`config.mk`:
```
export PLATFORM = sky130hd
export DESIGN_NAME = bba_ctrl
export DESIGN_NICKNAME = d
export VERILOG_FILES = /design/src/hdl/bba_pkg.sv /design/src/hdl/bba_ctrl.sv
export SDC_FILE = /design/constraint.sdc
export NUM_CORES = 1
export LEC_CHECK = 0
export BUFFER_PORTS_ARGS = -buffer_cell sky130_fd_sc_hd__buf_2
export CORE_AREA = 2 2 42 44
export DETAILED_ROUTE_END_ITERATION = 7
export DIE_AREA = 0 0 44 46
export PLACE_DENSITY = 0.75
export SYNTH_ARGS = -nofsm -noshare
export SYNTH_HDL_FRONTEND = slang
export SYNTH_SLANG_ARGS = --single-unit
```
`constraint.sdc`:
```
create_clock -name clk -period 1.6 [get_ports clk]
set_clock_uncertainty 0.2 [all_clocks]
set_input_delay 0.08 -clock clk [delete_from_list [all_inputs] [get_ports clk]]
set_output_delay 0.08 -clock clk [all_outputs]
set_load 0.05 [all_outputs]
```
`src/hdl/bba_pkg.sv`:
```
// Shared types and constants for the buddy block allocator.
// Holds header layout, controller commands and datapath status flags.
// No dependencies.
package bba_pkg;

    localparam int HEAP_BITS      = 16;
    localparam int MIN_BLOCK_LOG2 = 5;
    localparam int HDR_BYTES      = 16;
    localparam int SLOT_W         = HEAP_BITS - MIN_BLOCK_LOG2;
    localparam int SLOTS          = 1 << SLOT_W;
    localparam int ORDERS         = SLOT_W + 1;
    localparam int ORD_W          = $clog2(ORDERS);
    localparam int REQ_W          = 20;
    localparam int NEED_W         = REQ_W + 1;
    localparam int ADDR_W         = 16;
    localparam int BORD_W         = 5;
    localparam int USED_W         = 17;
    localparam int STAT_W         = 2;

    localparam logic [STAT_W-1:0] ST_OK       = 2'd0;
    localparam logic [STAT_W-1:0] ST_ZERO     = 2'd1;
    localparam logic [STAT_W-1:0] ST_NO_SPACE = 2'd2;
    localparam logic [STAT_W-1:0] ST_BAD_FREE = 2'd3;

    localparam logic ACT_ALLOC = 1'b0;
    localparam logic ACT_FREE  = 1'b1;

    typedef struct packed {
        logic              valid;
        logic              is_free;
        logic [ORD_W-1:0]  order;
        logic [SLOT_W-1:0] next;
        logic              next_valid;
    } hdr_t;

    typedef enum logic [4:0] {
        OP_NONE,
        OP_CLEAR,
        OP_LOAD,
        OP_ERR,
        OP_ALLOC_READ,
        OP_POP,
        OP_SPLIT,
        OP_ALLOC_FIN,
        OP_FREE_READ,
        OP_FREE_TAKE,
        OP_BUD_READ,
        OP_WALK_START,
        OP_WALK_READ,
        OP_WALK_STEP,
        OP_UNLINK,
        OP_ABSORB,
        OP_PUSH_FIN
    } op_t;

    typedef struct packed {
        op_t               op;
        logic [STAT_W-1:0] err;
    } cmd_t;

    typedef struct packed {
        logic clr_last;
        logic is_free_op;
        logic req_zero;
        logic too_big;
        logic found;
        logic fa_bad;
        logic ord_gt_want;
        logic hdr_taken;
        logic bud_ok;
        logic top_ord;
        logic cur_ok;
        logic cur_hit;
    } stat_t;

endpackage

```
`src/hdl/bba_ctrl.sv`:
```
// Controller state machine of the buddy block allocator.
// Sequences the clearing pass, allocation, split, free, merge and list walk steps.
// Depends on bba_pkg.
module bba_ctrl
    import bba_pkg::*;
(
    input  logic  clk,
    input  logic  rst_n,
    input  logic  start,
    input  stat_t st,
    output cmd_t  cmd,
    output logic  busy
);

    typedef enum logic [3:0] {
        S_CLEAR,
        S_IDLE,
        S_DECODE,
        S_ALLOC_POP,
        S_SPLIT,
        S_FREE_CHK,
        S_MERGE,
        S_BUD_CHK,
        S_WALK,
        S_WALK_NEXT,
        S_ABSORB
    } state_t;

    state_t state_reg;
    state_t state_next;
    logic   busy_reg;

    always_comb
    begin
        state_next = state_reg;
        cmd.op     = OP_NONE;
        cmd.err    = ST_OK;
        case (state_reg)
            S_CLEAR:
            begin
                cmd.op = OP_CLEAR;
                if (st.clr_last)
                begin
                    state_next = S_IDLE;
                end
            end
            S_IDLE:
            begin
                if (start)
                begin
                    cmd.op     = OP_LOAD;
                    state_next = S_DECODE;
                end
            end
            S_DECODE:
            begin
                state_next = S_IDLE;
                if (st.is_free_op)
                begin
                    if (st.fa_bad)
                    begin
                        cmd.op  = OP_ERR;
                        cmd.err = ST_BAD_FREE;
                    end
                    else
                    begin
                        cmd.op     = OP_FREE_READ;
                        state_next = S_FREE_CHK;
                    end
                end
                else if (st.req_zero)
                begin
                    cmd.op  = OP_ERR;
                    cmd.err = ST_ZERO;
                end
                else if (st.too_big || !st.found)
                begin
                    cmd.op  = OP_ERR;
                    cmd.err = ST_NO_SPACE;
                end
                else
                begin
                    cmd.op     = OP_ALLOC_READ;
                    state_next = S_ALLOC_POP;
                end
            end
            S_ALLOC_POP:
            begin
                cmd.op     = OP_POP;
                state_next = S_SPLIT;
            end
            S_SPLIT:
            begin
                if (st.ord_gt_want)
                begin
                    cmd.op = OP_SPLIT;
                end
                else
                begin
                    cmd.op     = OP_ALLOC_FIN;
                    state_next = S_IDLE;
                end
            end
            S_FREE_CHK:
            begin
                if (st.hdr_taken)
                begin
                    cmd.op     = OP_FREE_TAKE;
                    state_next = S_MERGE;
                end
                else
                begin
                    cmd.op     = OP_ERR;
                    cmd.err    = ST_BAD_FREE;
                    state_next = S_IDLE;
                end
            end
            S_MERGE:
            begin
                if (st.top_ord)
                begin
                    cmd.op     = OP_PUSH_FIN;
                    state_next = S_IDLE;
                end
                else
                begin
                    cmd.op     = OP_BUD_READ;
                    state_next = S_BUD_CHK;
                end
            end
            S_BUD_CHK:
            begin
                if (st.bud_ok)
                begin
                    cmd.op     = OP_WALK_START;
                    state_next = S_WALK;
                end
                else
                begin
                    cmd.op     = OP_PUSH_FIN;
                    state_next = S_IDLE;
                end
            end
            S_WALK:
            begin
                // The buddy is looked up in its list so its link can be cut.
                if (!st.cur_ok)
                begin
                    cmd.op     = OP_PUSH_FIN;
                    state_next = S_IDLE;
                end
                else if (st.cur_hit)
                begin
                    cmd.op     = OP_UNLINK;
                    state_next = S_ABSORB;
                end
                else
                begin
                    cmd.op     = OP_WALK_READ;
                    state_next = S_WALK_NEXT;
                end
            end
            S_WALK_NEXT:
            begin
                cmd.op     = OP_WALK_STEP;
                state_next = S_WALK;
            end
            S_ABSORB:
            begin
                cmd.op     = OP_ABSORB;
                state_next = S_MERGE;
            end
            default:
            begin
                state_next = S_IDLE;
            end
        endcase
    end

    always_ff @(posedge clk or negedge rst_n)
    begin
        if (!rst_n)
        begin
            state_reg <= S_CLEAR;
            busy_reg  <= 1'b1;
        end
        else
        begin
            state_reg <= state_next;
            busy_reg  <= (state_next != S_IDLE);
        end
    end

    assign busy = busy_reg;

endmodule
```
==> results of run 1 <==
[layer usage]
| layer | vias to the layer above | track usage |
|---|---|---|
| met3 | 0 | 0.0595 |
| li1 | 398 | - |
| met2 | 27 | 0.429 |
| met1 | 397 | 0.248 |
| met4 | 0 | 0.0424 |
| met5 | - | 0 |
[how the worst max path moves through the flow]
stage	start	to	slack, ps	cells after the start
after detailed placement	state_reg[0]$_DFF_PN0_	cmd[3]	-220	6
after global placement	state_reg[0]$_DFF_PN0_	cmd[3]	-220	6
after floorplan	state_reg[0]$_DFF_PN0_	cmd[0]	-110	3
after global routing	state_reg[0]$_DFF_PN0_	cmd[3]	-440	6
after CTS	state_reg[0]$_DFF_PN0_	cmd[5]	-350	6
final	state_reg[0]$_DFF_PN0_	cmd[0]	-350	4
[cells in the final DEF, fill, tap and decap left out, drive strengths merged]
| cell type | instances |
|---|---|
| o32a | 1 |
| or4b | 1 |
| nand2b | 7 |
| nand2 | 5 |
| nor4 | 1 |
| dfrtp | 4 |
| nor3 | 3 |
| nor4bb | 1 |
| nor2 | 7 |
| o21ai | 5 |
| buf | 42 |
| nand3 | 3 |
| a31oi | 2 |
| clkbuf | 5 |
| nand4 | 2 |
| mux2i | 1 |
| o22ai | 2 |
| o311ai | 1 |
| a22oi | 1 |
| o21bai | 2 |
| o32ai | 2 |
| a21o | 1 |
| or3 | 1 |
| and3b | 2 |
| or4 | 2 |
| inv | 2 |
| dfstp | 1 |
| xnor2 | 1 |
| a21oi | 6 |
| and2b | 1 |
| nor2b | 5 |
| dlygate4sd3 | 2 |
| a211oi | 1 |
| o31ai | 1 |
| o211ai | 1 |
| xor2 | 1 |
[logic make-up (layout without fill, tap and decap cells)]
family                    Yosys count  in the layout  synth area share
and+or+nand+nor                    41             41             0.393
DFF                                 5              5             0.197
buffers and inverters               9             51             0.105
muxes                               1              1            0.0156
AOI/OAI and AO/OA                  26             26             0.263
xor gates and xnor gates            2              2            0.0272
[worst max-delay path, delay by kind of cell, from the launching register on]
family,cells,cell delay (ps)
simple gates,2,690
flops,1,400
compound gates,1,170
buf+inv,1,170
[power groups by stage]
stage / Clock [W] / Combinational (W) / Sequential, W
2_1_floorplan: 0 / 0.00109 / 0.000262
3_3_place_gp: 0 / 0.00138 / 0.000238
3_5_place_dp: 0 / 0.00141 / 0.000241
4_1_cts: 0.000152 / 0.00157 / 0.000250
5_1_grt: 0.000163 / 0.00195 / 0.000267
6_report: 0.000145 / 0.00184 / 0.000261
[through the flow]
stage                     total power, W  worst slack, ps  instance area [µm²]  utilization  hold slack, ps
after CTS                        0.00197             -347                 1070        0.662            99.0
after global routing             0.00238             -438                 1180        0.734             127
final                            0.00224             -346                 1180        0.734             119
after detailed placement         0.00165             -218                  925        0.573            -305
after floorplan                  0.00135             -108                  733            -            -416
after global placement           0.00162             -215                  925        0.573            -308
[cell type report]
| class | instances | area [µm²] | area share |
|---|---|---|---|
| well taps | 17 | 21.3 | 0.0180 |
| inverters | 2 | 7.51 | 0.00634 |
| flip-flops and latches | 5 | 130 | 0.110 |
| multi-input cells | 70 | 618 | 0.522 |
| repair buffers | 45 | 382 | 0.322 |
| clock buffers | 4 | 26.3 | 0.0222 |
[timing repair]
item	in CTS	in global routing
endpoints found under the hold margin	5	0
gates resized for setup	24	11
hold buffers	2	0
setup buffers	1	3
cloned	0	1
endpoints found under the setup margin	10	10
pin swaps	0	3
==> results.md, run 1 <==
* Kind of capture point of the worst setup path: output pin
* Top routing layer used: met3
* Clock sink count at 5
* Crit start category: register
* Post-synth top flop: dfrtp_1
* Fraction of synthesized cell area taken by the top area cell type at 0.156
* Overflow after GRT at 0
* Cts bufs inserted at 3
* Arrival time reported for the critical path endpoint at roughly 1700 ps
* Pwr dens at between 1500 and 2000 mW/mm²
* Async set-or-reset flop fraction in the synthesized netlist at 1.00
* I/O pin count at 23
* Slowest cell on the critical path: or4_4
* Part of the cycle the worst path needs at 1.22
* Cell-by-cell trace of the critical path: nand2b_4 > or4_4 > o21ai_4 > buf_6
* Number of violations of the max-capacitance limit at 0
* Setup repair after global routing missed its margin: yes
* Largest net degree at the start of global routing at 20
* Die area at 0.00202 mm²
* Number of antenna cells inserted at 0
* Sequential Power Share at 0.116
* Hold path startpoint: st[5]
* Worst setup margin at -346 ps
* Area growth, synth to finish at 84.2%
* Worst VDD drop at roughly 1.2 mV
* Endpoints failing hold at 0
* Total vias in the final route at 822
* Mean instance size in the synthesized netlist at 7.66 µm²
* Maximum cell stage delay along the critical path at 530 ps
* DR vias/cell at between 5 and 6
* NetSw at 0.00111 W
* Antenna Nets Post-Route at 0
* Final setup violation count at 10
* Filler cell count at 125
* Number of standard cells after synthesis at 84
* Routed met2 length at ~1300 µm
* Mean routed wirelength per cell at 16.0 µm
* Part of the power in combinational logic at 0.819
* Core Area at between 0.0015 and 0.002 mm²
* Height of the chip at approximately 46 µm
* Largest cells by area after synthesis: dfrtp_1 16%, buf_4 5.8%, nand2b_1 5.8%
* Clock tree from TritonCTS: yes
* Sequential fraction of the synthesis area at 0.196
* Hold EP: state_reg[2]$_DFF_PN0_
* Layout cells sized above 1 at 0.579
* Data required time of the critical path at between 1000 and 1500 ps
* Cell taking the most area after synthesis: dfrtp_1
* Static power due to leakage at 0.507 nW
* Outcome: finished, violations left
* Final estimated routing congestion in global placement at 0.856
* DR iter-0 viols at 14
* Largest fanout on the critical path at 3
* Detailed route wirelength on metal3 at 96 µm
* Total wirelength of the detailed-routed design at 2280 µm
* Synthesized area at 643 µm²
* R2r startpoint: state_reg[1]$_DFF_PN0_
* Internal power consumption at 0.00113 W
* Maximum buffer depth of the clock tree at 2
* Class of the worst hold path: in -> reg
* Drt pass-1 iters at 4
* Insertion delay of the later-clocked pin in the worst-skew pair at between 200 and 250 ps
* Worst hold path cell count at 4
* Root Buffer: clkbuf_4
* EDFF count, synth at 0
* Final instance count without filler cells at 143
* DRC errors left at 0
* All-layer global routing usage at 0.225
* Switching Fraction at 0.494
* Failing checks: setup timing
* Kind of critical path: reg -> out
* Antenna violations before repair at 0
* FF-to-FF setup slack at -290 ps
* Warning count from the yosys run at 0
* Destination of the worst register-to-register timing path: state_reg[0]$_DFF_PN0_
* Count of cell types in the netlist at 38
* Count of H-tree levels built during CTS at 1
* Global-route wire length before repair at 3330 µm
* Least-Margin Pin Slew at 317 ps
* Final Net Count at 142
* Shortest clock period the worst path allows after layout at 1950 ps
* Flops & latches, synth at 5
* Most frequent cell after synthesis: nor2_1
* Number of cells in the design after placement at 132
* Starting Density at 0.398
* Rel. slew slack at 0.786
* Half-perimeter wire length of the detailed placement result at 1460 µm
* Final Slew Violations at 0
* Largest register FFs at 4
* Length in cells of the worst reg-to-reg path at 6
* Metal-1 WL at approximately 880 µm
* Top cell types by occurrence after synthesis: 7 x nor2_1, 6 x a21oi_1, 6 x nand2b_1
* Maximum clock frequency at a little over 500 MHz
* Number of global-route vias before repair at 788
* Post-route setup TNS at -2570 ps
* Number of buffers added on ports at 22
* Clk pin slew, worst setup/hold paths at 40 ps
* Num rows at 15
* Number of nets produced by synthesis at slightly below 100
* Clk network pwr share at 0.064
* Die span in x at 44 µm
Power figures use the tool's default switching activity.
==> run 2, diff against run 1 <==
==> config.mk (replaced) <==
export PLATFORM = sky130hd
export DESIGN_NAME = bba_ctrl
export DESIGN_NICKNAME = d
export VERILOG_FILES = /design/src/hdl/bba_pkg.sv /design/src/hdl/bba_ctrl.sv
export SDC_FILE = /design/constraint.sdc
export NUM_CORES = 1
export LEC_CHECK = 0
export BUFFER_PORTS_ARGS = -buffer_cell sky130_fd_sc_hd__buf_4
export CORE_AREA = 2 2 44 46
export DETAILED_ROUTE_END_ITERATION = 7
export DIE_AREA = 0 0 46 48
export PLACE_DENSITY = 0.69
export SYNTH_ARGS = -nofsm -noshare
export SYNTH_HDL_FRONTEND = slang
export SYNTH_SLANG_ARGS = --single-unit
==> results.md, run 2 (synthesis results as in run 1) <==
* Outcome: finished, violations left
* Failing checks: setup timing
* Post-place instance area at 0.00103 mm²
* Final instance count without filler cells at 149
* Final Slew Violations at 0
* All-layer global routing usage at 0.222
* Kind of critical path: reg -> out
* FF-to-FF setup slack at -130 ps
* Number of buffers added on ports at 22
* Shortest clock period the worst path allows after layout at about 1900 ps
* Largest register FFs at 4
* Height of the chip at about 48 µm
* Cts bufs inserted at 3
* Number of cells in the design after placement at 139
* Antenna violations before repair at 0
* Hold path startpoint: st[5]
* Overflow after GRT at 0
* Clk pin slew, worst setup/hold paths at ~40 ps
* DRC errors left at 0
* Final Net Count at 148
* Number of global-route vias before repair at roughly 830
* Pwr dens at 1820 mW/mm²
* I/O pin count at 23
* Global-route wire length before repair at 3530 µm
* Static power due to leakage at ~0.55 nW
* Final std cell area, no fill at 0.00128 mm²
* Total power draw at 0.00233 W
* Root Buffer: clkbuf_4
* Number of violations of the max-capacitance limit at 0
* Num rows at 15
* Worst setup margin at -327 ps
* Drt pass-1 iters at 4
* Least-Margin Pin Slew at 351 ps
* Worst hold path cell count at 4
* Endpoints failing hold at 0
* Rel. slew slack at 0.764
* Largest fanout on the critical path at 4
* Setup repair after global routing missed its margin: yes
* Area growth, synth to finish at 99.6%
* Total wirelength of the detailed-routed design at 2380 µm
* Antenna Nets Post-Route at 0
* Crit start category: register
* Worst slack on hold paths at 110 ps
* Worst VDD drop at 1.13 mV
* Part of the cycle the worst path needs at 1.20
* Highest-count cells in the layout ignoring fill and taps: 35 x buf_4, 12 x buf_6, 7 x nor2_1
* Clock sink count at 5
* Die span in x at between 40 and 50 µm
* Maximum buffer depth of the clock tree at 2
* Core Area at 0.00169 mm²
* DR iter-0 viols at 13
* Commonest non-fill, non-tap cell in the layout: buf_4
* R2r startpoint: state_reg[2]$_DFF_PN0_
* Final setup violation count at 10
* Half-perimeter wire length of the detailed placement result at roughly 1600 µm
* Final estimated routing congestion in global placement at 0.854
* Count of H-tree levels built during CTS at 1
* Post-route setup TNS at -2190 ps
* Die area at 0.00221 mm²
* Starting Density at 0.381
* Number of antenna cells inserted at 0
* Clock tree from TritonCTS: yes
* Class of the worst hold path: in -> reg
* Data required time of the critical path at 1320 ps
* Arrival time reported for the critical path endpoint at 1650 ps
* Destination of the worst register-to-register timing path: busy$_DFF_PN1_
* Kind of capture point of the worst setup path: output pin
* Mean routed wirelength per cell at 16.0 µm
* Layout cells sized above 1 at 0.621
* Hold EP: state_reg[2]$_DFF_PN0_
* Length in cells of the worst reg-to-reg path at 5
* Total vias in the final route at ~850
* Maximum clock frequency at 519 MHz
* Insertion delay of the later-clocked pin in the worst-skew pair at 250 ps
* Largest net degree at the start of global routing at 15
* DR vias/cell at 5.70
## run 2: cell type report
type,count,area (µm²)
repair buffers,51,438
fillers,105,405
clock buffers,4,26.3
inverters,2,7.51
flip-flops and latches,5,130
well taps,17,21.3
multi-input cells,70,661
## run 2: routing by layer
metal,share of wire,up-vias,track usage
li1,-,409,-
met1,0.40,403,0.267
met2,0.53,32,0.397
met3,0.049,5,0.0566
met4,0.020,0,0.0457
met5,0,-,0
## run 2: what timing repair did
action,in CTS,in global routing
gates resized for setup,26,11
setup buffers,3,2
hold buffers,2,0
hold endpoints to repair,5,0
setup endpoints to repair,11,11
pin swaps,5,5
## run 2: through the flow
stage / util / worst slack [ps]
finish: 0.760 / -327
global route: 0.760 / -367
CTS: 0.714 / -309
detailed placement: 0.611 / -138
global placement: 0.611 / -138
floorplan: - / -108
## run 2: how the worst max path moves through the flow
| stage | start | to | slack, ps |
|---|---|---|---|
| CTS | state_reg[0]$_DFF_PN0_ | cmd[0] | -310 |
| floorplan | state_reg[0]$_DFF_PN0_ | cmd[0] | -110 |
| finish | state_reg[0]$_DFF_PN0_ | cmd[0] | -330 |
| detailed placement | state_reg[1]$_DFF_PN0_ | cmd[5] | -140 |
| global placement | state_reg[3]$_DFF_PN0_ | cmd[3] | -140 |
| global route | state_reg[0]$_DFF_PN0_ | cmd[4] | -370 |
## run 2: where the power goes
part / internal [W] / switching, W / total [W]
clock network: 0.0000943 / 0.0000530 / 0.000147
logic: 0.000888 / 0.00105 / 0.00194
registers: 0.000187 / 0.0000561 / 0.000243
## run 2: worst max-delay path, cell delays in order (launching register included)
cell and delay, ps:
dfrtp_1 380, nand2b_4 160, or4_4 530, o21ai_4 170, buf_6 170
==> run 3, diff against run 2 <==
--- a/config.mk
+++ b/config.mk
@@ -6,10 +6,10 @@
 export NUM_CORES = 1
 export LEC_CHECK = 0
 export BUFFER_PORTS_ARGS = -buffer_cell sky130_fd_sc_hd__buf_4
-export CORE_AREA = 2 2 44 46
+export CORE_AREA = 2 2 42 44
 export DETAILED_ROUTE_END_ITERATION = 7
-export DIE_AREA = 0 0 46 48
-export PLACE_DENSITY = 0.69
+export DIE_AREA = 0 0 44 46
+export PLACE_DENSITY = 0.75
 export SYNTH_ARGS = -nofsm -noshare
 export SYNTH_HDL_FRONTEND = slang
 export SYNTH_SLANG_ARGS = --single-unit
==> results.md, run 3 (synthesis results as in run 1) <==
* Outcome: finished, violations left
* Failing checks: setup timing
* Core Area at 0.00161 mm²
* Number of buffers added on ports at 22
* Clock sink count at 5
* Cts bufs inserted at 3
* Number of cells in the design after placement at 136
* Layout cells sized above 1 at 0.646
* I/O pin count at 23
* Kind of critical path: reg -> out
* Maximum clock frequency at around 520 MHz
* Length in cells of the worst reg-to-reg path at 5
* Height of the chip at 46 µm
* Final cell utilization of the core at 0.790
* Die area at 0.00202 mm²
* Filler cell count at 110
* Final instance count without filler cells at 147
* Endpoints failing hold at 0
* Commonest non-fill, non-tap cell in the layout: buf_4
* Startpoint of the most critical setup path: state_reg[0]$_DFF_PN0_
* Insertion delay of the later-clocked pin in the worst-skew pair at 230 ps
* Count of H-tree levels built during CTS at 1
* Shortest clock period the worst path allows after layout at roughly 1900 ps
* Antenna violations before repair at 0
* Maximum buffer depth of the clock tree at 2
* Class of the worst hold path: in -> async
* FF-to-FF setup slack at -140 ps
* Largest net degree at the start of global routing at 16
* Clock tree from TritonCTS: yes
* Rel. slew slack at 0.759
* Clk pin slew, worst setup/hold paths at 40 ps
* Arrival time reported for the critical path endpoint at 1630 ps
* DR iter-0 viols at 16
* Antenna Nets Post-Route at 0
* Worst VDD drop at 1.15 mV
* Highest-count cells in the layout ignoring fill and taps: 34 x buf_4, 11 x buf_6, 6 x nor2_1, 5 x nor2b_1
* Final Net Count at ~150
* Kind of capture point of the worst setup path: output pin
* Total power draw at approximately 0.0024 W
* Area occupied by registers at 129 µm²
* Number of violations of the max-capacitance limit at 0
* Half-perimeter wire length of the detailed placement result at 1550 µm
* Num rows at 15
* Area growth, synth to finish at 98.2%
* Maximum cell stage delay along the critical path at 520 ps
* DR vias/cell at 5.82
* Least-Margin Pin Slew at 357 ps
* Root Buffer: clkbuf_4
* Data required time of the critical path at 1320 ps
* Global-route wire length before repair at 3760 µm
* Final estimated routing congestion in global placement at 0.856
* Destination of the worst register-to-register timing path: busy$_DFF_PN1_
* Number of global-route vias before repair at 861
* Worst setup margin at -308 ps
* Setup repair after global routing missed its margin: yes
* All-layer global routing usage at 0.254
* Total wirelength of the detailed-routed design at 2390 µm
* Final Slew Violations at 0
* Cell-by-cell trace of the critical path: nand2b_4 > or4_4 > o21ai_4 > buf_6
* Static power due to leakage at 0.544 nW
* Total vias in the final route at between 800 and 900
* Overflow after GRT at 0
* Die span in x at between 40 and 50 µm
* Part of the cycle the worst path needs at 1.19
* Drt pass-1 iters at 4
* Critical path capture point: cmd[1]
* Area occupied by multi-input gates at 657 µm²
* Largest register FFs at 4
* R2r startpoint: state_reg[1]$_DFF_PN0_
* Number of antenna cells inserted at 0
* Starting Density at 0.398
* Largest fanout on the critical path at 3
* DRC errors left at 0
* Crit start category: register
* Pwr dens at 1870 mW/mm²
* Mean routed wirelength per cell at 16.2 µm
* Slowest cell on the critical path: or4_4
* Final setup violation count at 10
==> run 3: worst min path at each step <==
| stage | endpoint | cells after the start |
|---|---|---|
| after floorplan | state_reg[0]$_DFF_PN0_ | 0 |
| after global placement | state_reg[1]$_DFF_PN0_ | 1 |
| after detailed placement | state_reg[1]$_DFF_PN0_ | 1 |
| after CTS | busy$_DFF_PN1_ | 2 |
| after global routing | busy$_DFF_PN1_ | 2 |
| final | busy$_DFF_PN1_ | 2 |
==> run 3: layout make-up <==
type / count / area share
well taps: 17 / 0.0167
multi-input cells: 70 / 0.515
repair buffers: 49 / 0.341
flip-flops and latches: 5 / 0.101
inverters: 2 / 0.00589
clock buffers: 4 / 0.0206
==> run 3: stage by stage <==
step	setup WS, ps	hold WS [ps]	setup TNS, ps	cell area (µm²)
detailed placement	-174	-318	-1200	1020
finish	-308	127	-2090	1270
CTS	-312	116	-2100	1210
global route	-364	119	-2700	1270
global placement	-129	-319	-776	1020
floorplan	-108	-416	-340	733
==> run 3: per-layer routing <==
metal  wire [µm]  global-route usage
met3         114              0.0437
met1         898               0.281
met5           0                   0
met4          85               0.115
met2        1290               0.471
==> run 3: timing repair <==
item,CTS,global route
pin swaps,4,5
endpoints found under the hold margin,5,0
hold buffers,2,0
setup endpoints to repair,11,11
gates resized for setup,28,8
gates cloned,0,0
setup buffers,2,3
==> run 3: worst max-delay path: cells and delay by family, from the launching register on <==
family | cells | cell delay [ps]
simple gates | 2 | 680
flops | 1 | 380
buf+inv | 1 | 170
compound gates | 1 | 150
==> run 3: power by group <==
part | total [W] | internal [W] | switching [W]
registers | 0.000239 | 0.000185 | 0.0000534
clock network | 0.000138 | 0.0000938 | 0.0000442
logic | 0.00201 | 0.000940 | 0.00107
